`src/rtl/lppe_pkg.sv`:
```
// ----------------------------------------------------------------------------
// lppe_pkg
// Types and constants shared by the LED pixel PWM encoder modules.
// ----------------------------------------------------------------------------
`default_nettype none

package lppe_pkg;

    // Input item: one LED pixel or one blank slot
    typedef struct packed {
        logic       mode;
        logic [7:0] red;
        logic [7:0] green;
        logic [7:0] blue;
        logic [7:0] absolute_level;
        logic [7:0] relative_level;
    } t_pixel;

    // Result item: one timer compare word
    typedef struct packed {
        logic [15:0] duty;
        logic        last;
    } t_word;

    // Scaled channels handed from the scaler to the serializer
    typedef struct packed {
        logic       blank;
        logic [7:0] red;
        logic [7:0] green;
        logic [7:0] blue;
    } t_scaled;

    // Configuration register values
    typedef struct packed {
        logic [1:0]  color_order;
        logic [15:0] zero_bit_duty;
        logic [15:0] one_bit_duty;
    } t_cfg;

    // Register indexes
    localparam logic [1:0] CFG_COLOR_ORDER = 2'd0;
    localparam logic [1:0] CFG_ZERO_DUTY   = 2'd1;
    localparam logic [1:0] CFG_ONE_DUTY    = 2'd2;

    // Reset values
    localparam logic [1:0]  RST_COLOR_ORDER = 2'd0;
    localparam logic [15:0] RST_ZERO_DUTY   = 16'd30;
    localparam logic [15:0] RST_ONE_DUTY    = 16'd60;

    // Wire order codes
    localparam logic [1:0] ORDER_RGB = 2'd0;
    localparam logic [1:0] ORDER_RBG = 2'd1;
    localparam logic [1:0] ORDER_BRG = 2'd2;
    localparam logic [1:0] ORDER_GRB = 2'd3;

    // Serializer
    localparam int         BITS_PER_LED = 24;
    localparam logic [4:0] LAST_BIT     = 5'(BITS_PER_LED - 1);

    // Division by 2550: below 256*2550 the quotient is (p * RECIP) >> 32,
    // exact for any p under 2^20; at or above it the channel saturates.
    localparam logic [23:0] SAT_LIMIT = 24'd652800;
    localparam logic [20:0] RECIP     = 21'd1684301;
    localparam logic [7:0]  CH_MAX    = 8'hFF;

endpackage

`default_nettype wire

```
`src/rtl/lppe_scale.sv`:
```
// ----------------------------------------------------------------------------
// lppe_scale
// Three-stage brightness scaler: channel*relative, times absolute, then
// division by 2550 through a reciprocal multiply with saturation at 255.
// ----------------------------------------------------------------------------
`default_nettype none

module lppe_scale
    import lppe_pkg::*;
(
    input  wire logic    i_clk,
    input  wire logic    i_rst_n,
    input  wire logic    i_valid,
    output logic         o_stall,
    input  wire t_pixel  i_pixel,
    output logic         o_valid,
    input  wire logic    i_ready,
    output t_scaled      o_scaled
);

    logic        r_v1, r_v2, r_v3;
    logic        r1_mode, r2_mode, r3_mode;
    logic [7:0]  r1_abs;
    logic [15:0] r1_pr [3];
    logic [23:0] r2_p  [3];
    logic [7:0]  r3_b  [3];
    logic [7:0]  n3_b  [3];
    logic [40:0] w_quot [3];
    logic        w_en1, w_en2, w_en3;

    // Advance a stage when it is empty or its contents move on
    assign w_en3   = !r_v3 || i_ready;
    assign w_en2   = !r_v2 || w_en3;
    assign w_en1   = !r_v1 || w_en2;
    assign o_stall = !w_en1;

    // Valid bits
    always_ff @(posedge i_clk) begin
        if (!i_rst_n) begin
            r_v1 <= 1'b0;
            r_v2 <= 1'b0;
            r_v3 <= 1'b0;
        end else begin
            if (w_en1) r_v1 <= i_valid;
            if (w_en2) r_v2 <= r_v1;
            if (w_en3) r_v3 <= r_v2;
        end
    end

    // Stage 1: channel times relative level
    always_ff @(posedge i_clk) begin
        if (w_en1) begin
            r1_mode  <= i_pixel.mode;
            r1_abs   <= i_pixel.absolute_level;
            r1_pr[0] <= 16'(i_pixel.red)   * 16'(i_pixel.relative_level);
            r1_pr[1] <= 16'(i_pixel.green) * 16'(i_pixel.relative_level);
            r1_pr[2] <= 16'(i_pixel.blue)  * 16'(i_pixel.relative_level);
        end
    end

    // Stage 2: times absolute level
    always_ff @(posedge i_clk) begin
        if (w_en2) begin
            r2_mode <= r1_mode;
            for (int i = 0; i < 3; i++) begin
                r2_p[i] <= 24'(r1_pr[i]) * 24'(r1_abs);
            end
        end
    end

    // Stage 3: divide by 2550 and saturate
    always_comb begin
        for (int i = 0; i < 3; i++) begin
            w_quot[i] = 41'(r2_p[i][19:0]) * 41'(RECIP);
            n3_b[i]   = (r2_p[i] >= SAT_LIMIT) ? CH_MAX : w_quot[i][39:32];
        end
    end

    always_ff @(posedge i_clk) begin
        if (w_en3) begin
            r3_mode <= r2_mode;
            for (int i = 0; i < 3; i++) begin
                r3_b[i] <= n3_b[i];
            end
        end
    end

    assign o_valid        = r_v3;
    assign o_scaled.blank = r3_mode;
    assign o_scaled.red   = r3_b[0];
    assign o_scaled.green = r3_b[1];
    assign o_scaled.blue  = r3_b[2];

endmodule

`default_nettype wire

```
`src/rtl/lppe_serial.sv`:
```
// ----------------------------------------------------------------------------
// lppe_serial
// Packs the scaled bytes in wire order and shifts them out MSB first as 24
// timer compare words from an output register, one per cycle unless stalled.
// ----------------------------------------------------------------------------
`default_nettype none

module lppe_serial
    import lppe_pkg::*;
(
    input  wire logic    i_clk,
    input  wire logic    i_rst_n,
    input  wire t_cfg    i_cfg,
    input  wire logic    i_valid,
    output logic         o_ready,
    input  wire t_scaled i_scaled,
    output logic         o_valid,
    input  wire logic    i_stall,
    output t_word        o_word
);

    logic        r_vld;
    logic        r_blank;
    logic [4:0]  r_cnt;
    logic [23:0] r_shift;
    logic [23:0] w_packed;
    logic        w_take;
    logic        w_load;

    // Arrange the three bytes in wire order
    always_comb begin
        case (i_cfg.color_order)
            ORDER_RGB: w_packed = {i_scaled.red,   i_scaled.green, i_scaled.blue};
            ORDER_RBG: w_packed = {i_scaled.red,   i_scaled.blue,  i_scaled.green};
            ORDER_BRG: w_packed = {i_scaled.blue,  i_scaled.red,   i_scaled.green};
            ORDER_GRB: w_packed = {i_scaled.green, i_scaled.red,   i_scaled.blue};
            default:   w_packed = {i_scaled.green, i_scaled.red,   i_scaled.blue};
        endcase
    end

    assign w_take  = r_vld && !i_stall;
    assign o_ready = !r_vld || (w_take && (r_cnt == LAST_BIT));
    assign w_load  = i_valid && o_ready;

    // Control: valid and bit counter
    always_ff @(posedge i_clk) begin
        if (!i_rst_n) begin
            r_vld <= 1'b0;
            r_cnt <= '0;
        end else if (w_load) begin
            r_vld <= 1'b1;
            r_cnt <= '0;
        end else if (w_take) begin
            if (r_cnt == LAST_BIT) begin
                r_vld <= 1'b0;
            end else begin
                r_cnt <= r_cnt + 5'd1;
            end
        end
    end

    // Payload: load a new item or shift to the next bit
    always_ff @(posedge i_clk) begin
        if (w_load) begin
            r_shift <= w_packed;
            r_blank <= i_scaled.blank;
        end else if (w_take) begin
            r_shift <= {r_shift[22:0], 1'b0};
        end
    end

    assign o_valid     = r_vld;
    assign o_word.duty = r_blank    ? 16'd0 :
                         r_shift[23] ? i_cfg.one_bit_duty : i_cfg.zero_bit_duty;
    assign o_word.last = (r_cnt == LAST_BIT);

`ifndef SYNTH
    // A taken word that is not the last moves to the next bit
    a_advance: assert property (@(posedge i_clk) disable iff (!i_rst_n)
        (w_take && (r_cnt != LAST_BIT)) |=>
            (r_vld && (r_cnt == 5'($past(r_cnt) + 5'd1))))
        else $error("bit counter did not advance");

    // A stalled word keeps its bit position and valid
    a_hold: assert property (@(posedge i_clk) disable iff (!i_rst_n)
        (r_vld && i_stall && !w_load) |=> (r_vld && $stable(r_cnt)))
        else $error("stalled word lost its slot");

    // A new item loads only into an empty register or behind the last word
    a_load: assert property (@(posedge i_clk) disable iff (!i_rst_n)
        w_load |-> (!r_vld || (!i_stall && (r_cnt == LAST_BIT))))
        else $error("item loaded over a word in flight");
`endif

endmodule

`default_nettype wire

```
`src/rtl/led_pixel_pwm_encoder_core.sv`:
```
// Path: the three scaling stage registers, then the serializer output register.
// Throughput: one compare word per cycle while i_stall is low; the bit
// serializer emitting each word from its output register sets this rate.
// The three scaling stages hold up to three further items while words go out.
// Reset (synchronous, active low) empties the pipeline and loads register defaults.
// ----------------------------------------------------------------------------
// led_pixel_pwm_encoder_core
// Scales each pixel by two brightness factors and encodes it as 24 timer
// compare words in the configured colour order; blank items give zeros.
// ----------------------------------------------------------------------------
`default_nettype none

module led_pixel_pwm_encoder_core
    import lppe_pkg::*;
(
    input  wire logic        i_clk,
    input  wire logic        i_rst_n,
    input  wire logic        i_cfg_we,
    input  wire logic [1:0]  i_cfg_idx,
    input  wire logic [15:0] i_cfg_data,
    input  wire logic        i_valid,
    output logic             o_stall,
    input  wire t_pixel      i_pixel,
    output logic             o_valid,
    input  wire logic        i_stall,
    output t_word            o_word
);

    t_cfg    r_cfg;
    t_scaled w_scaled;
    logic    w_sc_valid;
    logic    w_ser_ready;

    // Configuration registers; unknown indexes are ignored
    always_ff @(posedge i_clk) begin
        if (!i_rst_n) begin
            r_cfg.color_order   <= RST_COLOR_ORDER;
            r_cfg.zero_bit_duty <= RST_ZERO_DUTY;
            r_cfg.one_bit_duty  <= RST_ONE_DUTY;
        end else if (i_cfg_we) begin
            case (i_cfg_idx)
                CFG_COLOR_ORDER: r_cfg.color_order   <= i_cfg_data[1:0];
                CFG_ZERO_DUTY:   r_cfg.zero_bit_duty <= i_cfg_data;
                CFG_ONE_DUTY:    r_cfg.one_bit_duty  <= i_cfg_data;
                default:         ;
            endcase
        end
    end

    lppe_scale u_scale (
        .i_clk    (i_clk),
        .i_rst_n  (i_rst_n),
        .i_valid  (i_valid),
        .o_stall  (o_stall),
        .i_pixel  (i_pixel),
        .o_valid  (w_sc_valid),
        .i_ready  (w_ser_ready),
        .o_scaled (w_scaled)
    );

    lppe_serial u_serial (
        .i_clk    (i_clk),
        .i_rst_n  (i_rst_n),
        .i_cfg    (r_cfg),
        .i_valid  (w_sc_valid),
        .o_ready  (w_ser_ready),
        .i_scaled (w_scaled),
        .o_valid  (o_valid),
        .i_stall  (i_stall),
        .o_word   (o_word)
    );

endmodule

`default_nettype wire
```
`config.mk`:
```
export PLATFORM = sky130hd
export DESIGN_NAME = led_pixel_pwm_encoder_core
export DESIGN_NICKNAME = d
export VERILOG_FILES = /design/src/rtl/lppe_pkg.sv /design/src/rtl/lppe_scale.sv /design/src/rtl/lppe_serial.sv /design/src/rtl/led_pixel_pwm_encoder_core.sv
export SDC_FILE = /design/constraint.sdc
export NUM_CORES = 2
export LEC_CHECK = 0
export BUFFER_PORTS_ARGS = -buffer_cell sky130_fd_sc_hd__buf_2
export CORE_MARGIN = 5
export CORE_UTILIZATION = 25
export CTS_CLUSTER_DIAMETER = 60
export DETAILED_ROUTE_END_ITERATION = 10
export SYNTH_ARGS = -nofsm -noshare
export SYNTH_HDL_FRONTEND = slang
export SYNTH_SLANG_ARGS = --single-unit
export TNS_END_PERCENT = 20
```
`constraint.sdc`:
```
create_clock -name i_clk -period 18.4 [get_ports i_clk]
set_input_delay 1.84 -clock i_clk [delete_from_list [all_inputs] [get_ports i_clk]]
set_output_delay 1.84 -clock i_clk [all_outputs]
set_load 0.005 [all_outputs]
```
### Yosys cells after proc, flatten, opt, wreduce, memory -nomap -nowiden

Memory sizes are Yosys's and may differ from the RTL's.
Cells that the tools add are included.

| word-level totals | value |
|---|---|
| flip-flop bits (word level) | 79 |
| memories | 3 |
| output and inout bits | 19 |
| RAM bits | 144 |
| word-level logic and storage cells | 78 |
| input bits | 64 |

Memory list:

| memory | depth | width | rd ports | clocked after Yosys merged registers in | wr ports | line | RTL |
|---|---|---|---|---|---|---|---|
| u_scale.r2_p | 3 | 24 | 3 | 0 | 3 | lppe_scale.sv:25 | `logic [23:0] r2_p [3];` |
| u_scale.r1_pr | 3 | 16 | 3 | 0 | 3 | lppe_scale.sv:24 | `logic [15:0] r1_pr [3];` |
| u_scale.r3_b | 3 | 8 | 3 | 0 | 3 | lppe_scale.sv:26 | `logic [7:0] r3_b [3];` |

| operators by class | value |
|---|---|
| magnitude comparators | 3 |
| bitwise gates (word level) | 2 |
| multipliers | 9 |
| equality and inequality tests | 6 |
| $add $sub $neg | 1 |
| reduce and logical (&&, ||, !) cells | 23 |
| mux-type cells | 17 |

Operator list:

| kind | count |
|---|---|
| multiplier 20 x 21 -> 40 bit (second input constant) | 3 |
| one-hot mux 24 bit (4 select lines) | 1 |
| >= comparator 24 x 20 -> 1 bit (second input constant) | 3 |
| multiplier 16 x 8 -> 24 bit | 3 |
| multiplier 8 x 8 -> 16 bit | 3 |
| two-way mux 24 bit | 2 |
| two-way mux 16 bit | 2 |
| two-way mux 8 bit | 3 |
| AND reduction 2 bit | 5 |
| two-way mux 1 bit | 9 |
| equality test 2 bit (second input constant) | 3 |
| logical NOT 1 bit | 6 |
| adder 5 x 1 -> 5 bit (second input constant) | 1 |
| equality test 5 bit (second input constant) | 1 |
| equality test 2 x 1 -> 1 bit (second input constant) | 2 |
| logical NOT 2 bit | 2 |
| logical OR 1 bit | 4 |
| nonzero test 2 bit | 2 |
| logical AND 1 bit | 3 |
| NOT 1 bit | 2 |
| OR reduction 2 bit | 1 |

### Longest topological paths before layout

| logic depth | value |
|---|---|
| word-level depth | 9 |
| depth in mapped cells | 23 |
| depth with buffers taken out | 23 |

### Modules after synthesis

Synthesis repeated with hierarchy kept, for this count alone.

| unflattened totals | value |
|---|---|
| cell total of the unflattened synthesis | 4561 |
| area, all modules | 45909.0 um2 |

By module, submodules not included:

| module | sequential area each (um2) | area an instance (um2) | cells an instance | instances |
|---|---|---|---|---|
| lppe_scale | 4714.5 | 42489.5 | 4234 | 1 |
| lppe_serial | 870.8 | 2069.5 | 193 | 1 |
| led_pixel_pwm_encoder_core | 680.7 | 1350.0 | 134 | 1 |

### Least setup slack after synthesis

No wires, ideal clock.

| timing path | value |
|---|---|
| kind | flip-flop to flip-flop |
| from | mem u_scale.r2_p[0][17] |
| to | mem u_scale.r3_b[0][2] (data pin) |
| arrival | 5671 ps |
| stages on the path, launching flop included | 21 |
| path slack | 12470 ps |
| required time | 18140 ps |
| period minus slack after synthesis | 5930 ps |
| cell sequence | edfxtp_1 -> ha_1 -> xor2_1 -> ha_1 -> inv_1 -> fa_1 -> inv_1 -> fa_1 -> fa_1 -> fa_1 -> inv_1 -> fa_1 -> inv_1 -> ha_1 -> a21oi_1 -> o21ai_0 -> a41o_1 -> or3_1 -> o31ai_1 -> o21a_1 -> mux2_2 |

RTL lines:

| item | line |
|---|---|
| start, declared | lppe_scale.sv:25 |
| end, declared | lppe_scale.sv:26 |

==> reports/qor.txt <==
outcome = finished, final reports clean
Mapped Nets = 6,338
Routed WL = 107.9 mm
Avg Synthesized Cell Area = 9.874 sq um
Post-synth EDFFs = 180
boundary pin count = 83
Clock Path Buffers = 3
fillers = 19,570
worst-path maximum fanout = 5
critical path class = flop to flop
area occupied by multi-input gates = 35,890 sq um
fraction of layout cells with a size suffix above 1 = 0.04351
register area = 6266 sq um
DRT iter0 DRCs = 1,222
Setup violations, final = 0
CTS root buf = clkbuf_16
DR DRC count = 0
wire per inst = 14.85 microns
Synth Flop Type = edfxtp_1
die area = 194,200 sq um
IO buf count = 82
cell chain of the critical path = inv_1 > ha_1 > xnor2_1 > ha_1 > fa_1 > fa_1 > inv_1 > fa_1 > inv_1 > fa_1 > inv_1 > fa_1 > inv_1 > ha_1 > nor2_1 > o21ai_0 > nor4_1 > nor3_1 > o21ai_1 > a21boi_0 > nor3_1 > o21ai_1
TritonCTS clock tree = done
P&R area growth vs syn = 10.21%
post-detail-place hpwl = 91.26 mm
clock-pin slew on the worst setup and hold paths = 0.06 ns
Final #Nets = 6,391
hold_buf cts = 0
CP endpoint kind = flop
post-CTS setup buffers = 0
setup repair after global routing missed its margin = no
Initial Util = 0.2506
cts bufs inserted = 42
Yosys cell types = 77
Vias/cell = 4.306
GR Util All Layers = 0.1147
CTS resizes = 0
post-synthesis register bit count = 223
grt total ovfl = 0
crit start category = flop
MaxCap Viol Count = 0
Max Freq = 154.4 MHz
final worst-path cycle share = 0.3520
number of global-route vias before repair = 34,410
CORE AREA = 185,000 sq um
Critical Path RT = 18.76 ns
vias = 31,280
pin count of the biggest net entering global routing = 68
H-Tree Depth = 2
Min-Delay Path Class = flop to flop
routability-driven placement congestion ratio = 0.8960
Clock Skew = 0.03076 ns
Mapped Cells = 4,697
worst path arrival time = 6.83 ns
setup TNS = 0 ns
initial antenna violation count = 7
Rel. slew slack = 0.2485
Slew @ Worst Pin = 1.119 ns
chip width = 440.7 microns
Max Slew Vio Count = 0
DRT antenna net count = 0
sequential area share after synthesis = 0.1351
ys async rst share = 0
Fin. Hold Viols = 0
CP max-delay cell = fa_1
die height = 440.7 microns
# rows = 158
Worst path max stage delay = 0.55 ns
Synthesis Warnings = 0
Final min period = 6.476 ns
Sink Count = 223
Synth Cell Area = 46,380 sq um
first-pass GRT wire length = 181.0 mm
worst-skew pair later-pin latency = 0.61 ns
drt first pass iters = 5
[per-layer routing]
layer  part of all wire  track usage  vias to the layer above  wire, microns
met4              0.028      0.03227                        2           2981
met5           0.000065            0                        -              7
met3              0.046      0.01905                      154           4957
li1                   -            -                    15000              -
met2               0.46       0.1930                      534          50090
met1               0.46       0.1521                    15590          49850
[placed cells by master (no fill, tap or decap), types with 44 or more instances in the layout]
master / instances
clkbuf_16: 44
a21o_1: 67
fa_1: 771
mux2i_1: 45
a21oi_1: 133
ha_1: 806
xnor2_1: 109
and2_1: 315
inv_1: 1039
nand2_1: 446
o21ai_0: 94
edfxtp_1: 180
buf_2: 82
nor2_1: 117
[final timing paths]
path                        from             endpoint  slack, ns  depth (start not counted)
min              u_scale.r2_mode      u_scale.r3_mode       0.42                          0
max          u_scale.r2_p[0][51]  u_scale.r3_b[0][20]      11.92                         22
max reg2reg  u_scale.r2_p[0][51]  u_scale.r3_b[0][20]      11.92                         22
min reg2reg      u_scale.r2_mode      u_scale.r3_mode       0.42                          0
[state kept, by name, indices dropped and copies added (netlist names)]
register,cells
r_cfg,34
u_scale.r1_pr,48
u_serial.r_blank,1
u_serial.r_shift,24
u_scale.r1_abs,8
u_serial.r_cnt,5
u_scale.r1_mode,1
u_scale.r3_b,24
u_serial.o_valid,1
u_scale.r_v2,1
u_scale.r2_p,72
u_scale.r3_mode,1
u_scale.r2_mode,1
u_scale.r_v1,1
u_scale.o_valid,1
[layout make-up]
type | count | share of cell area
diodes | 4 | 0.0001958
clock inverters | 28 | 0.005410
multi-input cells | 3345 | 0.7022
clock buffers | 47 | 0.02215
flip-flops and latches | 223 | 0.1226
well taps | 2480 | 0.06071
inverters | 1040 | 0.07640
repair buffers | 98 | 0.01038
[kinds of logic (layout without fill, tap and decap cells)]
group                    count (synthesis)  count (layout)  share of synthesized area
flip-flops                             223             223                     0.1351
adder cells (fa/ha/maj)               1577            1577                     0.5503
XOR/XNOR                               145             145                    0.02738
multiplexers                            46              46                   0.009955
buffers and inverters                 1129            1213                    0.09138
AO/OA/AOI/OAI                          484             484                    0.06928
other                                    0               4                          0
AND/OR/NAND/NOR                       1093            1093                     0.1166
[critical path, delay by kind of cell, from the launching register on]
family | cells | cell delay (ns)
compound gates | 4 | 1.00
xor+xnor | 1 | 0.15
fa+ha+maj | 8 | 3.46
buf+inv | 5 | 0.30
flops | 1 | 0.50
simple gates | 4 | 0.81
[cells in the mapped netlist (45+ instances only)]
| cell type | count | area (sq um) |
|---|---|---|
| xnor2_1 | 109 | 954.7 |
| clkbuf_1 | 85 | 319.1 |
| a21o_1 | 67 | 503.0 |
| inv_1 | 1040 | 3904 |
| fa_1 | 771 | 15430 |
| mux2i_1 | 45 | 450.4 |
| nand2_1 | 447 | 1678 |
| nor2_1 | 117 | 439.2 |
| edfxtp_1 | 180 | 5405 |
| a21oi_1 | 133 | 665.6 |
| ha_1 | 806 | 10080 |
| and2_1 | 315 | 1971 |
| o21ai_0 | 95 | 475.5 |
[per-stage QoR]
stage                     area [sq um]  setup WS (ns)  hold slack (ns)    util  cells
after global placement           49700          12.01           0.4084  0.2686   7186
after floorplan                  46380          12.47           0.4003       -   4697
after detailed placement         49700          11.94           0.4071  0.2686   7186
after global routing             51110          11.59           0.4388  0.2762   7263
after CTS                        51100          11.92           0.4202  0.2762   7261
final                            51110          11.92           0.4172  0.2762   7265
Power is left out: the tool's default activity adds up to more than one toggle a clock period on the data nets, which glitch-free logic cannot reach.
